==> src/rtl/core/assert_macros.svh <==
// ----------------------------------------------------------------------------
// assert_macros.svh
// Concurrent assertion helpers, clocked on clk and held off during reset.
// ----------------------------------------------------------------------------
`ifndef ASSERT_MACROS_SVH
`define ASSERT_MACROS_SVH

// same-cycle implication
`define ASSERT_IMPL(label, ante, cons) \
	label: assert property (@(posedge clk) disable iff (!arst_n) (ante) |-> (cons)) \
	else $error("assertion failed");

// next-cycle implication
`define ASSERT_NEXT(label, ante, cons) \
	label: assert property (@(posedge clk) disable iff (!arst_n) (ante) |=> (cons)) \
	else $error("assertion failed");

`endif

==> src/rtl/core/crcfa_pkg.sv <==
// ----------------------------------------------------------------------------
// crcfa_pkg
// Shared types, constants and the CRC-16 byte fold for the frame appender.
// ----------------------------------------------------------------------------
`timescale 1ns / 1ps

package crcfa_pkg;

	// reflected CRC-16 polynomial
	localparam logic [15:0] CRC_POLY = 16'hA001;
	localparam logic [15:0] CRC_INIT = 16'h0000;

	// default depth of the front-to-back queue (power of two, at least 2)
	localparam int QUEUE_DEPTH = 4;

	// configuration port
	localparam int CFG_ADDR_W = 3;
	localparam logic REG_CTRL_IDX = 1'b0;

	// one classified frame byte travelling from front to back
	typedef struct packed {
		logic [7:0]  data;
		logic        frame_end;
		logic        append;
		logic [15:0] crc;
	} crc_item_t;

	// fold one byte into the CRC, least significant bit first
	function automatic logic [15:0] crc_fold_byte(input logic [15:0] crc_in,
		input logic [7:0] byte_in);
		logic [15:0] c;
		logic        mix;
		c = crc_in;
		for (int b = 0; b < 8; b++) begin
			mix = c[0] ^ byte_in[b];
			c = {1'b0, c[15:1]};
			if (mix) begin
				c = c ^ CRC_POLY;
			end
		end
		return c;
	endfunction

endpackage

==> src/rtl/core/crc16_frame_appender.sv <==
// ----------------------------------------------------------------------------
// crc16_frame_appender
// Byte stream pass-through with a CRC-16/ARC appended after each frame.
// ----------------------------------------------------------------------------
// Input channel: push with data_byte and frame_end; a transfer happens when
// push is high and full is low. Output channel: out_byte and out_last are
// valid while empty is low; a transfer happens when pop is high.
// Every byte comes out unchanged. On a frame's last byte with appending
// enabled, the CRC low byte and then the CRC high byte follow, and out_last
// marks the final byte of the frame. The CRC restarts from zero per frame.
// Throughput: one byte per cycle while pop stays high; after a frame end with
// appending, the output sequencer emits both CRC bytes before the next byte.
// Each input byte passes the queue and then the output register to the ports.
// When the receiver stalls, the output register holds its byte and the
// queue absorbs up to QUEUE_DEPTH bytes before full rises.
// Reset empties the queue and output, clears the CRC, sets append enable.
// Configuration: register 0 at addresses 0 to 3, bit 0 = append enable;
// write it only while the block is idle.
// ----------------------------------------------------------------------------
`timescale 1ns / 1ps

module crc16_frame_appender #(
	parameter int QUEUE_DEPTH = crcfa_pkg::QUEUE_DEPTH
) (
	input  logic                             clk,
	input  logic                             arst_n,
	input  logic                             push,
	output logic                             full,
	input  logic [7:0]                       data_byte,
	input  logic                             frame_end,
	output logic                             empty,
	input  logic                             pop,
	output logic [7:0]                       out_byte,
	output logic                             out_last,
	input  logic                             psel,
	input  logic                             penable,
	input  logic                             pwrite,
	input  logic [crcfa_pkg::CFG_ADDR_W-1:0] paddr,
	input  logic [31:0]                      pwdata,
	output logic [31:0]                      prdata,
	output logic                             pready
);

	logic                 append_enable_q;
	logic                 cfg_wr;
	logic                 reg_hit;
	logic                 enq;
	logic                 deq;
	logic                 queue_full;
	logic                 queue_empty;
	crcfa_pkg::crc_item_t wr_item;
	crcfa_pkg::crc_item_t head;

	// configuration register
	assign pready  = 1'b1;
	assign reg_hit = (paddr[crcfa_pkg::CFG_ADDR_W-1] == crcfa_pkg::REG_CTRL_IDX);
	assign cfg_wr  = psel && penable && pwrite && pready;
	assign prdata  = reg_hit ? {31'b0, append_enable_q} : 32'b0;

	always_ff @(posedge clk or negedge arst_n) begin
		if (!arst_n) begin
			append_enable_q <= 1'b1;
		end else if (cfg_wr && reg_hit) begin
			append_enable_q <= pwdata[0];
		end
	end

	assign full = queue_full;

	crcfa_front u_front (
		.clk           (clk),
		.arst_n        (arst_n),
		.push          (push),
		.data_byte     (data_byte),
		.frame_end     (frame_end),
		.append_enable (append_enable_q),
		.queue_full    (queue_full),
		.enq           (enq),
		.item          (wr_item)
	);

	crcfa_queue #(
		.DEPTH (QUEUE_DEPTH)
	) u_queue (
		.clk     (clk),
		.arst_n  (arst_n),
		.enq     (enq),
		.wr_item (wr_item),
		.deq     (deq),
		.rd_item (head),
		.full    (queue_full),
		.empty   (queue_empty)
	);

	crcfa_back u_back (
		.clk         (clk),
		.arst_n      (arst_n),
		.head        (head),
		.queue_empty (queue_empty),
		.deq         (deq),
		.pop         (pop),
		.empty       (empty),
		.out_byte    (out_byte),
		.out_last    (out_last)
	);

endmodule

==> src/rtl/core/crcfa_front.sv <==
// ----------------------------------------------------------------------------
// crcfa_front
// Accepts frame bytes, keeps the running CRC and classifies each byte.
// ----------------------------------------------------------------------------
`timescale 1ns / 1ps

module crcfa_front (
	input  logic                 clk,
	input  logic                 arst_n,
	input  logic                 push,
	input  logic [7:0]           data_byte,
	input  logic                 frame_end,
	input  logic                 append_enable,
	input  logic                 queue_full,
	output logic                 enq,
	output crcfa_pkg::crc_item_t item
);

	logic [15:0] crc_q;
	logic [15:0] crc_next;

	// byte fold over the running crc
	assign crc_next = crcfa_pkg::crc_fold_byte(crc_q, data_byte);
	assign enq      = push && !queue_full;

	// classified entry for the back end
	always_comb begin
		item.data      = data_byte;
		item.frame_end = frame_end;
		item.append    = frame_end && append_enable;
		item.crc       = crc_next;
	end

	// running crc, cleared after each frame
	always_ff @(posedge clk or negedge arst_n) begin
		if (!arst_n) begin
			crc_q <= crcfa_pkg::CRC_INIT;
		end else if (enq) begin
			crc_q <= frame_end ? crcfa_pkg::CRC_INIT : crc_next;
		end
	end

endmodule

==> src/rtl/core/crcfa_queue.sv <==
// ----------------------------------------------------------------------------
// crcfa_queue
// Small register queue that decouples the front end from the back end.
// ----------------------------------------------------------------------------
`timescale 1ns / 1ps
`include "assert_macros.svh"

module crcfa_queue #(
	parameter int DEPTH = crcfa_pkg::QUEUE_DEPTH
) (
	input  logic                 clk,
	input  logic                 arst_n,
	input  logic                 enq,
	input  crcfa_pkg::crc_item_t wr_item,
	input  logic                 deq,
	output crcfa_pkg::crc_item_t rd_item,
	output logic                 full,
	output logic                 empty
);

	localparam int PTR_W = $clog2(DEPTH);
	localparam int CNT_W = $clog2(DEPTH + 1);

	crcfa_pkg::crc_item_t mem_q [DEPTH];
	logic [PTR_W-1:0] wr_ptr_q;
	logic [PTR_W-1:0] rd_ptr_q;
	logic [CNT_W-1:0] count_q;

	assign full    = (count_q == CNT_W'(DEPTH));
	assign empty   = (count_q == '0);
	assign rd_item = mem_q[rd_ptr_q];

	// entry storage
	always_ff @(posedge clk) begin
		if (enq) begin
			mem_q[wr_ptr_q] <= wr_item;
		end
	end

	// pointers and fill count
	always_ff @(posedge clk or negedge arst_n) begin
		if (!arst_n) begin
			wr_ptr_q <= '0;
			rd_ptr_q <= '0;
			count_q  <= '0;
		end else begin
			if (enq) begin
				wr_ptr_q <= wr_ptr_q + PTR_W'(1);
			end
			if (deq) begin
				rd_ptr_q <= rd_ptr_q + PTR_W'(1);
			end
			if (enq && !deq) begin
				count_q <= count_q + CNT_W'(1);
			end else if (deq && !enq) begin
				count_q <= count_q - CNT_W'(1);
			end
		end
	end

	`ASSERT_IMPL(a_no_overflow, enq, !full || deq)
	`ASSERT_IMPL(a_no_underflow, deq, !empty)
	`ASSERT_IMPL(a_count_bound, 1'b1, count_q <= CNT_W'(DEPTH))

endmodule

==> src/rtl/core/crcfa_back.sv <==
// ----------------------------------------------------------------------------
// crcfa_back
// Emits each queued byte and, on an appending frame end, the two CRC bytes.
// ----------------------------------------------------------------------------
`timescale 1ns / 1ps
`include "assert_macros.svh"

module crcfa_back (
	input  logic                 clk,
	input  logic                 arst_n,
	input  crcfa_pkg::crc_item_t head,
	input  logic                 queue_empty,
	output logic                 deq,
	input  logic                 pop,
	output logic                 empty,
	output logic [7:0]           out_byte,
	output logic                 out_last
);

	typedef enum logic [2:0] {
		PH_DATA   = 3'b001,
		PH_CRC_LO = 3'b010,
		PH_CRC_HI = 3'b100
	} phase_t;

	phase_t      phase_q;
	logic        out_valid_q;
	logic [7:0]  out_byte_q;
	logic        out_last_q;
	logic [15:0] crc_q;
	logic        load;

	// output slot is free or its transfer completes this cycle
	assign load     = !out_valid_q || pop;
	assign deq      = load && (phase_q == PH_DATA) && !queue_empty;
	assign empty    = !out_valid_q;
	assign out_byte = out_byte_q;
	assign out_last = out_last_q;

	// phase sequencer and output valid
	always_ff @(posedge clk or negedge arst_n) begin
		if (!arst_n) begin
			phase_q     <= PH_DATA;
			out_valid_q <= 1'b0;
		end else if (load) begin
			unique case (phase_q)
				PH_DATA: begin
					out_valid_q <= !queue_empty;
					if (!queue_empty && head.append) begin
						phase_q <= PH_CRC_LO;
					end
				end
				PH_CRC_LO: begin
					out_valid_q <= 1'b1;
					phase_q     <= PH_CRC_HI;
				end
				PH_CRC_HI: begin
					out_valid_q <= 1'b1;
					phase_q     <= PH_DATA;
				end
				default: begin
					out_valid_q <= 1'b0;
					phase_q     <= PH_DATA;
				end
			endcase
		end
	end

	// output payload and held crc
	always_ff @(posedge clk) begin
		if (deq) begin
			out_byte_q <= head.data;
			out_last_q <= head.frame_end && !head.append;
			crc_q      <= head.crc;
		end else if (load && phase_q == PH_CRC_LO) begin
			out_byte_q <= crc_q[7:0];
			out_last_q <= 1'b0;
		end else if (load && phase_q == PH_CRC_HI) begin
			out_byte_q <= crc_q[15:8];
			out_last_q <= 1'b1;
		end
	end

	`ASSERT_NEXT(a_hi_is_last, load && phase_q == PH_CRC_HI, out_valid_q && out_last_q)
	`ASSERT_NEXT(a_lo_then_hi, load && phase_q == PH_CRC_LO, phase_q == PH_CRC_HI)
	`ASSERT_IMPL(a_no_deq_mid_crc, phase_q != PH_DATA, !deq)

endmodule
==> config.mk <==
export PLATFORM = sky130hd
export DESIGN_NAME = crc16_frame_appender
export DESIGN_NICKNAME = d
export VERILOG_FILES = /design/src/rtl/core/crcfa_pkg.sv /design/src/rtl/core/crc16_frame_appender.sv /design/src/rtl/core/crcfa_front.sv /design/src/rtl/core/crcfa_queue.sv /design/src/rtl/core/crcfa_back.sv
export VERILOG_INCLUDE_DIRS = /design/src /design/src/rtl/core
export SDC_FILE = /design/constraint.sdc
export NUM_CORES = 1
export LEC_CHECK = 0
export BUFFER_PORTS_ARGS = -buffer_cell sky130_fd_sc_hd__buf_2
export CORE_UTILIZATION = 40
export CTS_CLUSTER_SIZE = 8
export DETAILED_ROUTE_END_ITERATION = 6
export SLEW_MARGIN = 20
export SYNTH_ARGS = -nofsm -noshare
export SYNTH_HDL_FRONTEND = slang
export SYNTH_SLANG_ARGS = --single-unit
==> constraint.sdc <==
create_clock -name clk -period 3.6 [get_ports clk]
set_input_delay 0.9 -clock clk [delete_from_list [all_inputs] [get_ports clk]]
set_output_delay 0.9 -clock clk [all_outputs]
set_load 0.1 [all_outputs]
Yosys cells after proc, flatten, opt, wreduce, memory -nomap -nowiden --
Memory sizes are Yosys's and may differ from the RTL's. Index checks and enable logic that the tools add are counted.
Word-level totals: bits in registers 53, latch bits 0, bits in writable memories 104, ROM bits 0, bits of input ports 51, output and inout bits 44, word-level logic and storage cells 85, memories 1
Cells by class: add/sub/neg operators 4, multipliers 0, divide/modulo/power cells 0, order comparisons 0, equality and inequality tests 5, shift operators 0, multiplexer cells 23, bitwise operators 17, reduce and logical (&&, ||, !) cells 25
Memories:
- u_queue.mem_q | words 4, bits a word 26, read ports 1, clocked after memory_dff 0, write ports 1, RTL line crcfa_queue.sv:24 | crcfa_pkg::crc_item_t mem_q [DEPTH];
Operators with widths (count):
- 16-bit two-way mux | 9
- 8-bit two-way mux | 3
- 2-bit inverter with 3-bit output | 8
- 1-bit logical AND | 13
- 3-bit two-way mux | 3
- 1-bit bitwise XOR | 8
- 3-bit == test, second input constant | 2
- 1-bit logical NOT | 6
- 1-bit two-way mux | 6
- 3-bit case mux with 2 select lines | 1
- 2-bit by 1-bit adder with 2-bit output, second input constant | 2
- 3-bit by 1-bit adder with 3-bit output, second input constant | 1
- 3-bit by 1-bit == test with 1-bit output, second input constant | 1
- 3-bit by 2-bit == test with 1-bit output, second input constant | 1
- 3-bit logical NOT | 1
- 3-bit nonzero test | 1
- 3-bit by 1-bit subtractor with 3-bit output, second input constant | 1
- 2-bit inequality test, second input constant | 1
- 1-bit case mux with 2 select lines | 1
- 2-bit AND reduction | 1
- 2-bit nonzero test | 1
- 2-bit OR reduction | 1
- 1-bit logical OR | 1
- 1-bit inverter | 1

Depth between registers and ports, before layout --
word-level depth 17, mapped depth 11, depth with buffers taken out 10

Modules after synthesis --
From an unflattened synthesis, not the netlist that was laid out.
Unflattened totals: cells, all modules 384, area total of the unflattened synthesis 6663.9 µm²
By module, submodules not included:
- crcfa_queue | instances 1, cells an instance 170, area an instance 4195.3 µm², sequential area each 3298.2 µm²
- crcfa_back | instances 1, cells an instance 90, area an instance 1209.9 µm², sequential area each 852.1 µm²
- crcfa_front | instances 1, cells an instance 86, area an instance 955.9 µm², sequential area each 400.4 µm²
- crc16_frame_appender | instances 1, cells an instance 38, area an instance 302.8 µm², sequential area each 26.3 µm²

Worst setup path before layout --
No wires, ideal clock.
path type register to register, start register u_queue.count_q[0], end register u_queue.count_q[1], library setup time 0.125 ns, arrival time 4.149 ns, required time 3.475 ns, slack -0.674 ns, stages on the path, launching flop included 9, path buffers 1, clock period less this slack 4.274 ns, cell sequence dfrtp_1 > nor3b_1 > nand2b_1 > clkbuf_1 > inv_2 > ha_1 > inv_1 > fa_1 > mux2_2
Between the ends: longest elaborated chain between the ends 6, elaborated cells on any way between the ends 15, classes of those cells 2 x add/sub; 1 x eq/ne; 2 x mux; 10 x reduce/logical
Ends and longest elaborated chain:
- start: declaration | RTL line crcfa_queue.sv:27 | logic [CNT_W-1:0] count_q;
- start signal: assignment | RTL line crcfa_queue.sv:54 | count_q <= count_q + CNT_W'(1);
- start signal: assignment | RTL line crcfa_queue.sv:56 | count_q <= count_q - CNT_W'(1);
- 3-bit == test (*) | RTL line crcfa_queue.sv:29 | assign full = (count_q == CNT_W'(DEPTH));
- via full | RTL line crc16_frame_appender.sv:28 | output logic full,
- 1-bit logical NOT (*) | RTL line crcfa_front.sv:24 | assign enq = push && !queue_full;
- 1-bit logical AND (*) | RTL line crcfa_front.sv:24
- via enq | RTL line crc16_frame_appender.sv:47 | logic enq;
- 1-bit logical NOT | RTL line crcfa_queue.sv:55 | end else if (deq && !enq) begin
- 1-bit logical AND | RTL line crcfa_queue.sv:55
- 2-bit nonzero test (no source line)
The timed path passes the listed nets; every way through them passes the cells marked *. The select of a mux whose other input is x is not followed. A chain may end at the register's enable or synchronous reset.

Worst setup path in the final report --
start input paddr[2] in the netlist's numbering, end output prdata[0]
Between the ends: longest elaborated chain between the ends 1
Ends and longest elaborated chain:
- start: declaration | RTL line crc16_frame_appender.sv:38 | input logic [crcfa_pkg::CFG_ADDR_W-1:0] paddr,
- 1-bit two-way mux | RTL line crc16_frame_appender.sv:58 | assign prdata = reg_hit ? {31'b0, append_enable_q} : 32'b0;
- end: declaration | RTL line crc16_frame_appender.sv:40 | output logic [31:0] prdata,
Every way passes these cells.

==> impl_metrics.json <==
{
  "status": "finished clean",
  "p_seq_share_pct": 41.7,
  "cp_cell_sequence": "buf_2 > nor2b_1 > buf_2",
  "route.met3.wl_microns": 315,
  "ys.flop_type": "edfxtp_1",
  "synthArstFlopShare_pct": 17.8,
  "setup_violations": 0,
  "synth_edf_count": 129,
  "worst_pin_slew_ns": 0.953,
  "core_area_sq_um": 15400,
  "ys_ff_latch": 157,
  "routed_wl_microns": 11400,
  "rsz0062_at_grt": "no",
  "die_y_microns": 129,
  "cts_setup_buffers": 0,
  "clock_skew_ns": 0.00652,
  "fin_total_pwr_w": 0.00788,
  "fin_tns_setup_ns": 0,
  "hp-start": "u_queue.count_q[2]",
  "regToRegStartpoint": "u_queue.count_q[0]",
  "io_buffers": 29,
  "top_layer_used": "met4",
  "pwr-share-comb_pct": 33.4,
  "slew_headroom_pct": 36.2,
  "viasPerCell": 4.84,
  "crit_type": "in2out",
  "postSynthCellCount": 358,
  "die-width_microns": 129,
  "postCtsHoldBufs": 0,
  "drc": 0,
  "area_growth_pct": 15.3,
  "antenna_cells": 0,
  "drtPass1Iterations": 5,
  "cp-start-kind": "input pin",
  "net-switching-power_w": 0.00268,
  "numCtsBuffers": 17,
  "power_per_cell_area_nw_per_um2": 1060,
  "cap_viol_max_count": 0,
  "postSynthAreaPerCell_sq_um": 18.0,
  "finalCritPeriodShare_pct": 67.1,
  "fin_util_pct": 48.0,
  "clock.fmax_mhz": 414,
  "routed-via-count": 3033,
  "drtIter0Drc": 217,
  "cts_tree": "yes",
  "antenna_found_initial": 0,
  "worstReg2RegEnd": "u_queue.count_q[2]",
  "clockBufferDepth": 2,
  "ios": 95,
  "cpPeakStageDelay_ns": 0.42,
  "grt_overflow": 0,
  "root_buffer": "clkbuf_16",
  "rrSetupSlack_ns": 1.32,
  "wl_per_cell_microns": 18.2,
  "critPathSlowestCell": "buf_2",
  "p_sw_share_pct": 34.0,
  "num_rows": 45,
  "clkPwrFrac_pct": 24.9,
  "crit_top_cell": "buf_2",
  "worstSkewPairLatency_ns": 0.42,
  "ir_drop_uv": 457,
  "cts.sinks": 157,
  "grt_pass1_wl_microns": 17900,
  "wl_met2_microns": 5950,
  "synth_warnings": 0,
  "path_max_fanout": 2,
  "htreeDepth": 4,
  "hold_violations": 0,
  "cp.required_ns": 2.70,
  "drive_above_1_share_pct": 25.7,
  "p_int_w": 0.00520,
  "dieArea_sq_um": 16600,
  "place_congestion": 0.671,
  "hold_end": "u_queue.count_q[2]",
  "cts.repair.resized": 0,
  "final.min_clock_period_ns": 2.41,
  "path_clk_slew_ns": 0.06,
  "track_usage_pct": 15.2,
  "antenna_left": 0,
  "arrival_ns": 1.51,
  "grt_pass1_vias": 3166,
  "hold_class": "reg2reg",
  "leakage_nw": 2.77,
  "critPathCaptureType": "output port",
  "worstRegToRegCells": 9,
  "drt-met1-wl_microns": 4950,
  "hpwl_microns": 6480,
  "netlist-cell-type-count": 38,
  "grt_max_degree": 37,
  "finalMaxSlewViolations": 0,
  "holdPathStages": 1,
  "nets": 460,
  "syn_area_sq_um": 6430,
  "start_util_pct": 41.7,
  "seq_area_frac_synth_pct": 71.2
}
-- worst max-delay path by stage --
stage / from / end / slack [ns]
final: paddr[2] / prdata[0] / 1.19
after detailed placement: data_byte[2] / u_queue.mem_q[1][0] / 0.81
after floorplan: u_back.out_valid_q / u_queue.count_q[1] / 0.32
after CTS: u_queue.count_q[1] / full / 1.18
after global routing: append_enable_q / prdata[0] / 1.12
after global placement: data_byte[2] / u_queue.mem_q[0][0] / 0.87
-- logic make-up (layout without fill, tap and decap cells) --
kind of cell / Yosys count / count (layout) / synth area share (%)
and+or+nand+nor: 43 / 43 / 3.23
buffers and inverters: 54 / 82 / 5.08
other: 2 / 32 / 0.117
muxes: 36 / 36 / 10.7
adders and majority gates: 6 / 6 / 1.28
DFF: 157 / 157 / 71.2
xor gates and xnor gates: 27 / 27 / 4.98
AOI/OAI and AO/OA: 33 / 33 / 3.41
-- critical path, delay by kind of cell --
kind / cells / cell delay [ns]
buffers and inverters: 2 / 0.52
and+or+nand+nor: 1 / 0.09
-- layout make-up --
| class | instances | area (sq um) |
|---|---|---|
| fillers | 1287 | 8020 |
| flip-flops and latches | 157 | 4580 |
| multi-input cells | 177 | 1650 |
| clock buffers | 25 | 495 |
| well taps | 211 | 264 |
| repair buffers | 40 | 228 |
| clock inverters | 7 | 160 |
| inverters | 10 | 37.5 |
-- per-layer routing --
metal  vias up  global-route usage, %
met5         -                      0
met4         0                   6.85
met3        14                   3.49
met2        68                   25.5
met1      1586                   18.9
li1       1365                      -
-- Yosys cell counts, types with 3 or more instances --
| cell type | n | area (sq um) |
|---|---|---|
| edfxtp_1 | 129 | 3870 |
| xor2_1 | 5 | 43.8 |
| nor2_1 | 5 | 18.8 |
| nand2_1 | 20 | 75.1 |
| a22o_1 | 10 | 87.6 |
| inv_1 | 9 | 33.8 |
| buf_4 | 32 | 240 |
| o21ai_0 | 18 | 90.1 |
| and2_1 | 5 | 31.3 |
| dfrtp_1 | 26 | 651 |
| nand2b_1 | 8 | 50.1 |
| mux4_2 | 26 | 586 |
| ha_1 | 5 | 62.6 |
| mux2i_1 | 8 | 80.1 |
| xnor2_1 | 15 | 131 |
| buf_2 | 3 | 15.0 |
| clkbuf_1 | 7 | 26.3 |
-- state kept, by name, indices dropped and copies added, names as in the netlist --
signal and flops:
u_back.crc_q 16, u_queue.wr_ptr_q 2, append_enable_q 1, u_front.crc_q 16, u_back.phase_q 3, u_queue.rd_ptr_q 2
u_back.out_valid_q 1, u_back.out_byte 8, u_queue.mem_q 104, u_queue.count_q 3, u_back.out_last 1
-- per-stage QoR --
stage | worst slack, ns | area [sq um] | hold slack [ns] | instances
floorplan | 0.316 | 6550 | 0.448 | 388
global route | 1.12 | 7410 | 0.514 | 627
global placement | 0.874 | 6760 | 0.465 | 595
detailed placement | 0.812 | 6760 | 0.482 | 595
CTS | 1.18 | 7410 | 0.489 | 627
finish | 1.19 | 7410 | 0.483 | 627
-- cell usage in the layout (no fill, tap or decap), types with 2 or more instances in the layout --
cell,synthesis,routed
xnor3_1,2,2
nand2_1,20,20
xor2_1,5,5
nand2b_1,8,8
conb_1,2,32
ha_1,5,5
o21ai_0,18,18
dfstp_2,2,2
nor2_1,5,5
xnor2_1,15,15
buf_2,3,29
mux2i_1,8,8
mux4_2,26,26
dfrtp_1,26,25
clkbuf_16,0,17
xor2_2,2,2
clkbuf_1,7,4
edfxtp_1,129,129
clkinv_2,0,2
bufinv_16,0,5
mux2_2,2,2
inv_1,9,9
clkbuf_8,0,4
buf_4,32,11
and2_1,5,5
a22o_1,10,10
-- power groups by stage --
stage,combinational (W),clock [W],sequential (W)
6_report,0.00263,0.00197,0.00328
2_1_floorplan,0.00176,0,0.00358
5_1_grt,0.00285,0.00208,0.00336
4_1_cts,0.00266,0.00200,0.00330
3_3_place_gp,0.00259,0,0.00329
3_5_place_dp,0.00265,0,0.00333
Power figures use the tool's default switching activity.
